==> src/design/tssg_pkg.sv <==
// Shared constants and types of the triangle scanline span generator.
package tssg_pkg;

    localparam int COORD_W    = 16;
    localparam int ROW_W      = COORD_W + 2;
    localparam int COLOR_W    = 24;
    localparam int STEP_W     = 9;
    localparam int STEP_RESET = 16;
    localparam int MAX_SPANS  = 64;
    localparam int CNT_W      = $clog2(MAX_SPANS + 1);
    localparam int DIV_CNT_W  = $clog2(COORD_W);
    localparam int QUEUE_AW   = 1;
    localparam int QUEUE_CW   = QUEUE_AW + 1;

    typedef struct packed {
        logic signed [COORD_W-1:0] t_x;
        logic signed [COORD_W-1:0] t_y;
        logic signed [COORD_W-1:0] m_x;
        logic signed [COORD_W-1:0] m_y;
        logic signed [COORD_W-1:0] b_x;
        logic signed [COORD_W-1:0] b_y;
        logic [COLOR_W-1:0]        color;
        logic                      degen;
        logic                      flat_top;
        logic                      flat_bot;
    } tri_t;

    typedef struct packed {
        logic valid;
        tri_t data;
    } tri_link_t;

endpackage

==> src/design/tssg_front.sv <==
// Front end: accept triangles, sort vertices, classify, and queue them.
module tssg_front
    import tssg_pkg::*;
(
    input  logic                      clk,
    input  logic                      rst_n,
    input  logic                      push,
    output logic                      full,
    input  logic signed [COORD_W-1:0] vertex_a_x,
    input  logic signed [COORD_W-1:0] vertex_a_y,
    input  logic signed [COORD_W-1:0] vertex_b_x,
    input  logic signed [COORD_W-1:0] vertex_b_y,
    input  logic signed [COORD_W-1:0] vertex_c_x,
    input  logic signed [COORD_W-1:0] vertex_c_y,
    input  logic [COLOR_W-1:0]        tri_color,
    output tri_link_t                 link,
    input  logic                      link_pop
);

    logic signed [COORD_W-1:0] xs [3];
    logic signed [COORD_W-1:0] ys [3];
    logic [1:0]                imax;
    logic [1:0]                imin;
    logic [1:0]                imid;
    logic signed [COORD_W-1:0] lo_x;
    logic signed [COORD_W-1:0] hi_x;
    tri_t                      cls;

    tri_t                queue_reg [2];
    logic [QUEUE_AW-1:0] wr_ptr_reg;
    logic [QUEUE_AW-1:0] rd_ptr_reg;
    logic [QUEUE_CW-1:0] count_reg;
    logic                do_push;
    logic                do_pop;

    always_comb
    begin
        xs[0] = vertex_a_x;
        xs[1] = vertex_b_x;
        xs[2] = vertex_c_x;
        ys[0] = vertex_a_y;
        ys[1] = vertex_b_y;
        ys[2] = vertex_c_y;
        imax = 2'd0;
        imin = 2'd0;
        if (ys[1] > ys[imax])
        begin
            imax = 2'd1;
        end
        if (ys[2] > ys[imax])
        begin
            imax = 2'd2;
        end
        if (ys[1] < ys[imin])
        begin
            imin = 2'd1;
        end
        if (ys[2] < ys[imin])
        begin
            imin = 2'd2;
        end
        imid = 2'd3 - imax - imin;
        lo_x = xs[0];
        hi_x = xs[0];
        for (int i = 1; i < 3; i++)
        begin
            if (xs[i] < lo_x)
            begin
                lo_x = xs[i];
            end
            if (xs[i] > hi_x)
            begin
                hi_x = xs[i];
            end
        end
        cls.color = tri_color;
        if (imax == imin)
        begin
            cls.t_x      = xs[0];
            cls.t_y      = ys[0];
            cls.m_x      = hi_x;
            cls.m_y      = ys[0];
            cls.b_x      = lo_x;
            cls.b_y      = ys[0];
            cls.degen    = 1'b1;
            cls.flat_top = 1'b0;
            cls.flat_bot = 1'b1;
        end
        else
        begin
            cls.t_x      = xs[imax];
            cls.t_y      = ys[imax];
            cls.m_x      = xs[imid];
            cls.m_y      = ys[imid];
            cls.b_x      = xs[imin];
            cls.b_y      = ys[imin];
            cls.degen    = 1'b0;
            cls.flat_top = (ys[imid] == ys[imax]);
            cls.flat_bot = (ys[imid] == ys[imin]);
        end
    end

    assign full       = (count_reg == QUEUE_CW'(2));
    assign do_push    = push && !full;
    assign do_pop     = link_pop && (count_reg != '0);
    assign link.valid = (count_reg != '0);
    assign link.data  = queue_reg[rd_ptr_reg];

    always_ff @(posedge clk)
    begin
        if (do_push)
        begin
            queue_reg[wr_ptr_reg] <= cls;
        end
    end

    always_ff @(posedge clk or negedge rst_n)
    begin
        if (!rst_n)
        begin
            wr_ptr_reg <= '0;
            rd_ptr_reg <= '0;
            count_reg  <= '0;
        end
        else
        begin
            if (do_push)
            begin
                wr_ptr_reg <= wr_ptr_reg + 1'b1;
            end
            if (do_pop)
            begin
                rd_ptr_reg <= rd_ptr_reg + 1'b1;
            end
            if (do_push && !do_pop)
            begin
                count_reg <= count_reg + 1'b1;
            end
            else if (!do_push && do_pop)
            begin
                count_reg <= count_reg - 1'b1;
            end
        end
    end

endmodule

==> src/design/tssg_back.sv <==
// Back end: walk scanlines, interpolate both edges with serial dividers, emit spans.
module tssg_back
    import tssg_pkg::*;
(
    input  logic                      clk,
    input  logic                      rst_n,
    input  tri_link_t                 link,
    output logic                      link_pop,
    input  logic [STEP_W-1:0]         row_step,
    output logic                      empty,
    input  logic                      pop,
    output logic signed [COORD_W-1:0] span_row,
    output logic signed [COORD_W-1:0] span_left,
    output logic signed [COORD_W-1:0] span_right,
    output logic [COLOR_W-1:0]        span_color,
    output logic                      last_span,
    output logic                      cut_short
);

    localparam logic [2:0] S_IDLE  = 3'd0;
    localparam logic [2:0] S_FIRST = 3'd1;
    localparam logic [2:0] S_ROW   = 3'd2;
    localparam logic [2:0] S_MUL   = 3'd3;
    localparam logic [2:0] S_DIV   = 3'd4;
    localparam logic [2:0] S_EMIT  = 3'd5;
    localparam logic [2:0] S_LAST  = 3'd6;

    logic [2:0]                state_reg;
    logic [2:0]                state_next;
    tri_t                      tri_reg;
    logic signed [ROW_W-1:0]   row_reg;
    logic [CNT_W-1:0]          cnt_reg;
    logic                      drop_reg;
    logic [DIV_CNT_W-1:0]      div_cnt_reg;

    logic signed [COORD_W-1:0] lo_x_reg [2];
    logic [COORD_W-1:0]        d_reg    [2];
    logic [COORD_W-1:0]        m_reg    [2];
    logic [COORD_W-1:0]        t_reg    [2];
    logic                      neg_reg  [2];
    logic [COORD_W-1:0]        r_reg    [2];
    logic [COORD_W-1:0]        q_reg    [2];

    logic                      out_valid_reg;
    logic signed [COORD_W-1:0] out_row_reg;
    logic signed [COORD_W-1:0] out_left_reg;
    logic signed [COORD_W-1:0] out_right_reg;
    logic [COLOR_W-1:0]        out_color_reg;
    logic                      out_last_reg;
    logic                      out_cut_reg;

    logic                      can_emit;
    logic                      load_out;
    logic signed [ROW_W-1:0]   emit_row;
    logic signed [ROW_W-1:0]   emit_a;
    logic signed [ROW_W-1:0]   emit_b;
    logic                      emit_last;

    logic [STEP_W-1:0]         step;
    logic signed [ROW_W-1:0]   b_y_ext;
    logic signed [ROW_W-1:0]   m_y_ext;
    logic                      upper;
    logic signed [COORD_W-1:0] hi_x_s [2];
    logic signed [COORD_W-1:0] hi_y_s [2];
    logic signed [COORD_W-1:0] lo_x_s [2];
    logic signed [COORD_W-1:0] lo_y_s [2];
    logic signed [COORD_W:0]   dx_s   [2];
    logic [COORD_W:0]          dy_s   [2];
    logic [COORD_W:0]          mag_s  [2];
    logic signed [ROW_W-1:0]   t_s    [2];
    logic [2*COORD_W-1:0]      prod   [2];
    logic [COORD_W:0]          rs     [2];
    logic                      ge     [2];
    logic [COORD_W:0]          rs_sub [2];
    logic                      rnd    [2];
    logic [COORD_W:0]          qmag   [2];
    logic signed [ROW_W-1:0]   xv     [2];

    assign step     = (row_step == '0) ? STEP_W'(1) : row_step;
    assign b_y_ext  = ROW_W'(tri_reg.b_y);
    assign m_y_ext  = ROW_W'(tri_reg.m_y);
    assign upper    = (row_reg > m_y_ext);
    assign can_emit = !out_valid_reg || pop;
    assign link_pop = (state_reg == S_IDLE) && link.valid;

    always_comb
    begin
        hi_x_s[0] = tri_reg.t_x;
        hi_y_s[0] = tri_reg.t_y;
        lo_x_s[0] = tri_reg.b_x;
        lo_y_s[0] = tri_reg.b_y;
        hi_x_s[1] = upper ? tri_reg.t_x : tri_reg.m_x;
        hi_y_s[1] = upper ? tri_reg.t_y : tri_reg.m_y;
        lo_x_s[1] = upper ? tri_reg.m_x : tri_reg.b_x;
        lo_y_s[1] = upper ? tri_reg.m_y : tri_reg.b_y;
        for (int i = 0; i < 2; i++)
        begin
            dx_s[i]   = (COORD_W+1)'(hi_x_s[i]) - (COORD_W+1)'(lo_x_s[i]);
            dy_s[i]   = (COORD_W+1)'(hi_y_s[i]) - (COORD_W+1)'(lo_y_s[i]);
            mag_s[i]  = dx_s[i][COORD_W] ? (COORD_W+1)'(-dx_s[i]) : dx_s[i];
            t_s[i]    = row_reg - ROW_W'(lo_y_s[i]);
            prod[i]   = t_reg[i] * m_reg[i];
            rs[i]     = {r_reg[i], q_reg[i][COORD_W-1]};
            ge[i]     = (rs[i] >= {1'b0, d_reg[i]});
            rs_sub[i] = rs[i] - {1'b0, d_reg[i]};
            rnd[i]    = neg_reg[i] ? ({r_reg[i], 1'b0} > {1'b0, d_reg[i]})
                                   : ({r_reg[i], 1'b0} >= {1'b0, d_reg[i]});
            qmag[i]   = {1'b0, q_reg[i]} + (COORD_W+1)'(rnd[i]);
            xv[i]     = neg_reg[i] ? ROW_W'(lo_x_reg[i]) - ROW_W'(qmag[i])
                                   : ROW_W'(lo_x_reg[i]) + ROW_W'(qmag[i]);
        end
    end

    always_comb
    begin
        state_next = state_reg;
        load_out   = 1'b0;
        emit_row   = row_reg;
        emit_a     = xv[0];
        emit_b     = xv[1];
        emit_last  = 1'b0;
        case (state_reg)
            S_IDLE:
            begin
                if (link.valid)
                begin
                    state_next = link.data.degen ? S_LAST : S_FIRST;
                end
            end
            S_FIRST:
            begin
                emit_row = ROW_W'(tri_reg.t_y);
                emit_a   = ROW_W'(tri_reg.t_x);
                emit_b   = tri_reg.flat_top ? ROW_W'(tri_reg.m_x) : ROW_W'(tri_reg.t_x);
                if (can_emit)
                begin
                    load_out   = 1'b1;
                    state_next = S_ROW;
                end
            end
            S_ROW:
            begin
                if (row_reg > b_y_ext && cnt_reg != CNT_W'(MAX_SPANS - 1))
                begin
                    state_next = S_MUL;
                end
                else
                begin
                    state_next = S_LAST;
                end
            end
            S_MUL:
            begin
                state_next = S_DIV;
            end
            S_DIV:
            begin
                if (div_cnt_reg == DIV_CNT_W'(COORD_W - 1))
                begin
                    state_next = S_EMIT;
                end
            end
            S_EMIT:
            begin
                if (can_emit)
                begin
                    load_out   = 1'b1;
                    state_next = S_ROW;
                end
            end
            S_LAST:
            begin
                emit_row  = ROW_W'(tri_reg.b_y);
                emit_a    = ROW_W'(tri_reg.b_x);
                emit_b    = tri_reg.flat_bot ? ROW_W'(tri_reg.m_x) : ROW_W'(tri_reg.b_x);
                emit_last = 1'b1;
                if (can_emit)
                begin
                    load_out   = 1'b1;
                    state_next = S_IDLE;
                end
            end
            default:
            begin
                state_next = S_IDLE;
            end
        endcase
    end

    always_ff @(posedge clk or negedge rst_n)
    begin
        if (!rst_n)
        begin
            state_reg     <= S_IDLE;
            out_valid_reg <= 1'b0;
            cnt_reg       <= '0;
            drop_reg      <= 1'b0;
            div_cnt_reg   <= '0;
        end
        else
        begin
            state_reg <= state_next;
            if (load_out)
            begin
                out_valid_reg <= 1'b1;
            end
            else if (pop)
            begin
                out_valid_reg <= 1'b0;
            end
            if (link_pop)
            begin
                cnt_reg  <= '0;
                drop_reg <= 1'b0;
            end
            else if (load_out)
            begin
                cnt_reg <= cnt_reg + 1'b1;
            end
            if (state_reg == S_ROW && row_reg > b_y_ext
                && cnt_reg == CNT_W'(MAX_SPANS - 1))
            begin
                drop_reg <= 1'b1;
            end
            if (state_reg == S_DIV)
            begin
                div_cnt_reg <= div_cnt_reg + 1'b1;
            end
            else
            begin
                div_cnt_reg <= '0;
            end
        end
    end

    always_ff @(posedge clk)
    begin
        if (link_pop)
        begin
            tri_reg <= link.data;
        end
        if (state_reg == S_FIRST)
        begin
            row_reg <= ROW_W'(tri_reg.t_y) - ROW_W'(step);
        end
        else if (state_reg == S_EMIT && can_emit)
        begin
            row_reg <= row_reg - ROW_W'(step);
        end
        for (int i = 0; i < 2; i++)
        begin
            if (state_reg == S_ROW)
            begin
                lo_x_reg[i] <= lo_x_s[i];
                d_reg[i]    <= dy_s[i][COORD_W-1:0];
                m_reg[i]    <= mag_s[i][COORD_W-1:0];
                t_reg[i]    <= t_s[i][COORD_W-1:0];
                neg_reg[i]  <= dx_s[i][COORD_W];
            end
            else if (state_reg == S_MUL)
            begin
                r_reg[i] <= prod[i][2*COORD_W-1:COORD_W];
                q_reg[i] <= prod[i][COORD_W-1:0];
            end
            else if (state_reg == S_DIV)
            begin
                r_reg[i] <= ge[i] ? rs_sub[i][COORD_W-1:0] : rs[i][COORD_W-1:0];
                q_reg[i] <= {q_reg[i][COORD_W-2:0], ge[i]};
            end
        end
        if (load_out)
        begin
            out_row_reg   <= emit_row[COORD_W-1:0];
            out_left_reg  <= (emit_a < emit_b) ? emit_a[COORD_W-1:0] : emit_b[COORD_W-1:0];
            out_right_reg <= (emit_a < emit_b) ? emit_b[COORD_W-1:0] : emit_a[COORD_W-1:0];
            out_color_reg <= tri_reg.color;
            out_last_reg  <= emit_last;
            out_cut_reg   <= emit_last && drop_reg;
        end
    end

    assign empty      = !out_valid_reg;
    assign span_row   = out_row_reg;
    assign span_left  = out_left_reg;
    assign span_right = out_right_reg;
    assign span_color = out_color_reg;
    assign last_span  = out_last_reg;
    assign cut_short  = out_cut_reg;

    a_cnt_bound: assert property (@(posedge clk) disable iff (!rst_n)
        cnt_reg <= CNT_W'(MAX_SPANS))
        else $error("span count past limit");

    a_rem_below_divisor: assert property (@(posedge clk) disable iff (!rst_n)
        (state_reg == S_EMIT) |-> (r_reg[0] < d_reg[0]) && (r_reg[1] < d_reg[1]))
        else $error("divider remainder not reduced");

    a_last_returns_idle: assert property (@(posedge clk) disable iff (!rst_n)
        (load_out && emit_last) |=> (state_reg == S_IDLE))
        else $error("closing span did not end the triangle");

endmodule

==> src/design/triangle_scanline_span_generator.sv <==
// Top level of the triangle scanline span generator.
// Usage:
// - Input queue: drive the three vertices and tri_color and raise push;
//   a transaction completes on a clock edge with push high and full low.
//   Two classified triangles can wait ahead of the span walker.
// - Output queue: while empty is low the oldest span is on the span ports;
//   pop takes it. A stalled receiver simply holds the span register and
//   the walker waits; nothing is lost.
// - Configuration: row_step is written by cfg_valid with cfg_ready, which
//   is always high. Write it only while no triangle is in flight.
// - Sequencing: with the walker idle, a transaction goes through the input
//   queue and the triangle register into the span register. Each interior
//   span passes ROW, MUL, DIV and EMIT; in DIV the 16-step serial dividers
//   interpolate both edges in parallel. The top span comes from FIRST and
//   the bottom span from LAST, then the walker is idle again; a degenerate
//   triangle skips to LAST. Stalls of the receiver also hold the walker.
// - Reset: rst_n clears both queues, the walker and sets row_step to 16.
module triangle_scanline_span_generator
    import tssg_pkg::*;
(
    input  logic                      clk,
    input  logic                      rst_n,
    input  logic                      push,
    output logic                      full,
    input  logic signed [COORD_W-1:0] vertex_a_x,
    input  logic signed [COORD_W-1:0] vertex_a_y,
    input  logic signed [COORD_W-1:0] vertex_b_x,
    input  logic signed [COORD_W-1:0] vertex_b_y,
    input  logic signed [COORD_W-1:0] vertex_c_x,
    input  logic signed [COORD_W-1:0] vertex_c_y,
    input  logic [COLOR_W-1:0]        tri_color,
    output logic                      empty,
    input  logic                      pop,
    output logic signed [COORD_W-1:0] span_row,
    output logic signed [COORD_W-1:0] span_left,
    output logic signed [COORD_W-1:0] span_right,
    output logic [COLOR_W-1:0]        span_color,
    output logic                      last_span,
    output logic                      cut_short,
    input  logic                      cfg_valid,
    output logic                      cfg_ready,
    input  logic [STEP_W-1:0]         row_step
);

    logic [STEP_W-1:0] row_step_reg;
    tri_link_t         link;
    logic              link_pop;

    assign cfg_ready = 1'b1;

    always_ff @(posedge clk or negedge rst_n)
    begin
        if (!rst_n)
        begin
            row_step_reg <= STEP_W'(STEP_RESET);
        end
        else if (cfg_valid && cfg_ready)
        begin
            row_step_reg <= row_step;
        end
    end

    tssg_front u_front (
        .clk        (clk),
        .rst_n      (rst_n),
        .push       (push),
        .full       (full),
        .vertex_a_x (vertex_a_x),
        .vertex_a_y (vertex_a_y),
        .vertex_b_x (vertex_b_x),
        .vertex_b_y (vertex_b_y),
        .vertex_c_x (vertex_c_x),
        .vertex_c_y (vertex_c_y),
        .tri_color  (tri_color),
        .link       (link),
        .link_pop   (link_pop)
    );

    tssg_back u_back (
        .clk        (clk),
        .rst_n      (rst_n),
        .link       (link),
        .link_pop   (link_pop),
        .row_step   (row_step_reg),
        .empty      (empty),
        .pop        (pop),
        .span_row   (span_row),
        .span_left  (span_left),
        .span_right (span_right),
        .span_color (span_color),
        .last_span  (last_span),
        .cut_short  (cut_short)
    );

endmodule
==> config.mk <==
export PLATFORM = sky130hd
export DESIGN_NAME = triangle_scanline_span_generator
export DESIGN_NICKNAME = d
export VERILOG_FILES = /design/src/design/tssg_pkg.sv /design/src/design/tssg_front.sv /design/src/design/tssg_back.sv /design/src/design/triangle_scanline_span_generator.sv
export SDC_FILE = /design/constraint.sdc
export NUM_CORES = 2
export LEC_CHECK = 0
export BUFFER_PORTS_ARGS = -buffer_cell sky130_fd_sc_hd__buf_2
export CAP_MARGIN = 20
export CORE_MARGIN = 3
export CORE_UTILIZATION = 54
export CTS_BUF_LIST = sky130_fd_sc_hd__clkbuf_8 sky130_fd_sc_hd__clkbuf_16
export DETAILED_ROUTE_END_ITERATION = 6
export PLACE_DENSITY = 0.71
export SKIP_LAST_GASP = 1
export SLEW_MARGIN = 20
export SYNTH_ARGS = -nofsm -noshare
export SYNTH_HDL_FRONTEND = slang
export SYNTH_SLANG_ARGS = --single-unit
==> constraint.sdc <==
create_clock -name clk -period 46.6 [get_ports clk]
set_input_delay 2.33 -clock clk [delete_from_list [all_inputs] [get_ports clk]]
set_output_delay 2.33 -clock clk [all_outputs]
set_load 0.03 [all_outputs]
==> results_dict.tcl <==
set metrics [dict create \
    wl_per_cell_um 21.8 \
    rows 120 \
    hold_depth 0 \
    overflow 0 \
    crit_required_ps 47060 \
    reg2reg_depth 35 \
    path_common_cell "ha_1" \
    nets 7159 \
    place_hpwl_mm 126 \
    fin_crit_ps 10970 \
    placed_area_um2 61600 \
    slew_headroom 0.274 \
    r2r_start "u_back.r_reg[0][7]" \
    synth_nets 7044 \
    clk_latency_ps 660 \
    critPathArrivalTime_ps 11420 \
    slowest_stage "o41ai_1" \
    finalClockSkew_ps 36.5 \
    startpoint_type "input pin" \
    cts_resized 0 \
    rr_endpoint "u_back.span_right[3]" \
    fmax_mhz 91.2 \
    clock-sinks 683 \
    synth_warnings 0 \
    outcome "finished, final reports clean" \
    endpoint_kind "register" \
    place_ws_ps 35060 \
    grt_pass1_wl_mm 255 \
    cts_hold_buffers 0 \
    netlist.top_cell.by_area "edfxtp_1" \
    synth_top_cell_area_share 0.332 \
    largest_reg_flops 246 \
    synth_flop_cell "edfxtp_1" \
    cts.path.max_buffers 3 \
    initial_core_util 0.548 \
    syn_inst 5981 \
    hp-start "u_back.tri_reg[9]" \
    cp_slowest_stage_delay_ps 800 \
    area_growth_syn_to_layout_pct 8.29 \
    worstSetupPathType "in -> reg" \
    min_to "u_back.span_color[6]" \
    dr.pass1.iters 6 \
    met2_length_mm 74.6 \
    wl_met1_mm 70.6 \
    gp_congestion 1.00 \
    hold_viol_final 0 \
    stdcell_count 7558 \
    synth_async_sr_flop_share 0.0425 \
    ys_types 84 \
    dr_total_vias 44900 \
    root_buffer "clkbuf_16" \
    cts_buffers 75 \
    grt_usage 0.291 \
    grt_max_degree 131 \
    path_clk_slew_ps 60 \
    h-tree-depth 3 \
    drive_gt1_frac 0.0944 \
    hold_path.class "reg -> reg" \
    grt_setup_unrepaired "false" \
    finalCritPeriodShare 0.235 \
    crit_buf_inv 5 \
    ys_seq_area_frac 0.344 \
    synth.cell_area_um2 59200 \
    fin_ws_ps 35630 \
    post-route-cell-area_um2 64100 \
    via_per_inst 5.94 \
    ys_ff_latch 683 \
    ios 211 \
    highest_layer "met4" \
    worst_slew_pin_slew_ps 1090 \
    setup_viol_count_final 0 \
    drc 0 \
    yosys-top-cells-count "inv_1 (742), nand2_1 (696), edfxtp_1 (654)" \
    grt_antenna_before_repair 2 \
    die-width_um 337 \
    postCtsSetupRepairBufs 0 \
    die_area_um2 114000 \
    drv_cap 0 \
    setup_tns_ps 0 \
    synth-edff-count 654 \
    synthTopCellsByArea "edfxtp_1 (33%), fa_1 (14%), ha_1 (11%), inv_1 (4.7%), nand2_1 (4.4%)" \
    yosysMostFrequentCell "inv_1" \
    syn_area_per_cell_um2 9.89 \
    wl_met3_mm 13.7 \
    grt_pass1_vias 44400 \
    postRouteAntennaNets 0 \
    placed_cells 7422 \
    report.final.slew_viol_count 0 \
    critPathMaxFanout 49 \
    cp_top_family "compound AO/OA/AOI/OAI gates" \
    cts_tree "yes" \
    die_h_um 337 \
    wirelength_mm 165 \
    numPortBuffers 209 \
    design.core.area_um2 108000 \
    drt_iter0_drc 3815 \
    ff2ff_setup_slack_ps 37370 \
]
[per-stage QoR]
stage               hold slack, ps   util
floorplan                      400      -
global placement               400  0.571
detailed placement             405  0.571
CTS                            418  0.593
global route                   424  0.593
finish                         418  0.593
[worst max path at each step]
stage / from / endpoint / slack [ps] / cells after the start
CTS: vertex_a_y[15] / u_front.queue_reg[0][0] / 35750 / 30
global placement: vertex_a_y[15] / u_front.queue_reg[0][1] / 35140 / 30
detailed placement: vertex_a_y[15] / u_front.queue_reg[0][0] / 35060 / 30
global route: vertex_a_y[15] / u_front.queue_reg[0][0] / 35020 / 30
floorplan: u_back.state_reg[0] / u_front.count_reg[1] / 31860 / 7
finish: vertex_a_y[15] / u_front.queue_reg[0][0] / 35630 / 30
[kinds of logic after synthesis]
| group | share of synthesized area |
|---|---|
| simple gates | 0.134 |
| flops | 0.344 |
| other cells | 0.0000634 |
| fa+ha+maj | 0.247 |
| compound gates | 0.115 |
| xor+xnor | 0.0423 |
| mux | 0.0553 |
| buf+inv | 0.0614 |
[cells in the final DEF (no fill, tap or decap), types with 34 or more instances in the layout]
cell type  instances
a21boi_0          55
a21o_1            70
a21oi_1          329
and2_1           198
and3_1            44
buf_2            209
buf_4             47
clkbuf_16         75
edfxtp_1         654
fa_1             400
ha_1             529
inv_1            756
mux2_2           168
mux2i_1          138
nand2_1          695
nand3_1           84
nand4_1           51
nor2_1           375
nor2b_1           45
nor3_1            62
o21ai_0          304
o31ai_1           34
or3_1             38
xnor2_1          166
xor2_1           118
[worst register-to-register path, delay by kind of cell, from the launching register on]
family                     cells  cell delay, ps
xor gates and xnor gates       1             590
buffers and inverters          3             640
muxes                          1             200
AOI/OAI and AO/OA             17            4020
adders and majority gates      6            1910
and+or+nand+nor                7            1140
DFF                            1             430
[final cells by class]
type | count | area [um2]
sequential | 683 | 20400
clock buffer | 75 | 1880
timing repair buffer | 257 | 1420
multi-input combinational | 4334 | 35300
inverter | 745 | 2800
clock inverter | 60 | 562
antenna | 1 | 2.50
fill | 9153 | 43900
tap | 1403 | 1760
[routing by layer]
| layer | up-vias | GRT usage |
|---|---|---|
| li1 | 20900 | - |
| met1 | 22100 | 0.403 |
| met2 | 1718 | 0.459 |
| met3 | 303 | 0.0555 |
| met4 | 0 | 0.0997 |
| met5 | - | 0 |
Power is left out: the tool's default activity adds up to more than one toggle a clock period on the data nets, which glitch-free logic cannot reach.
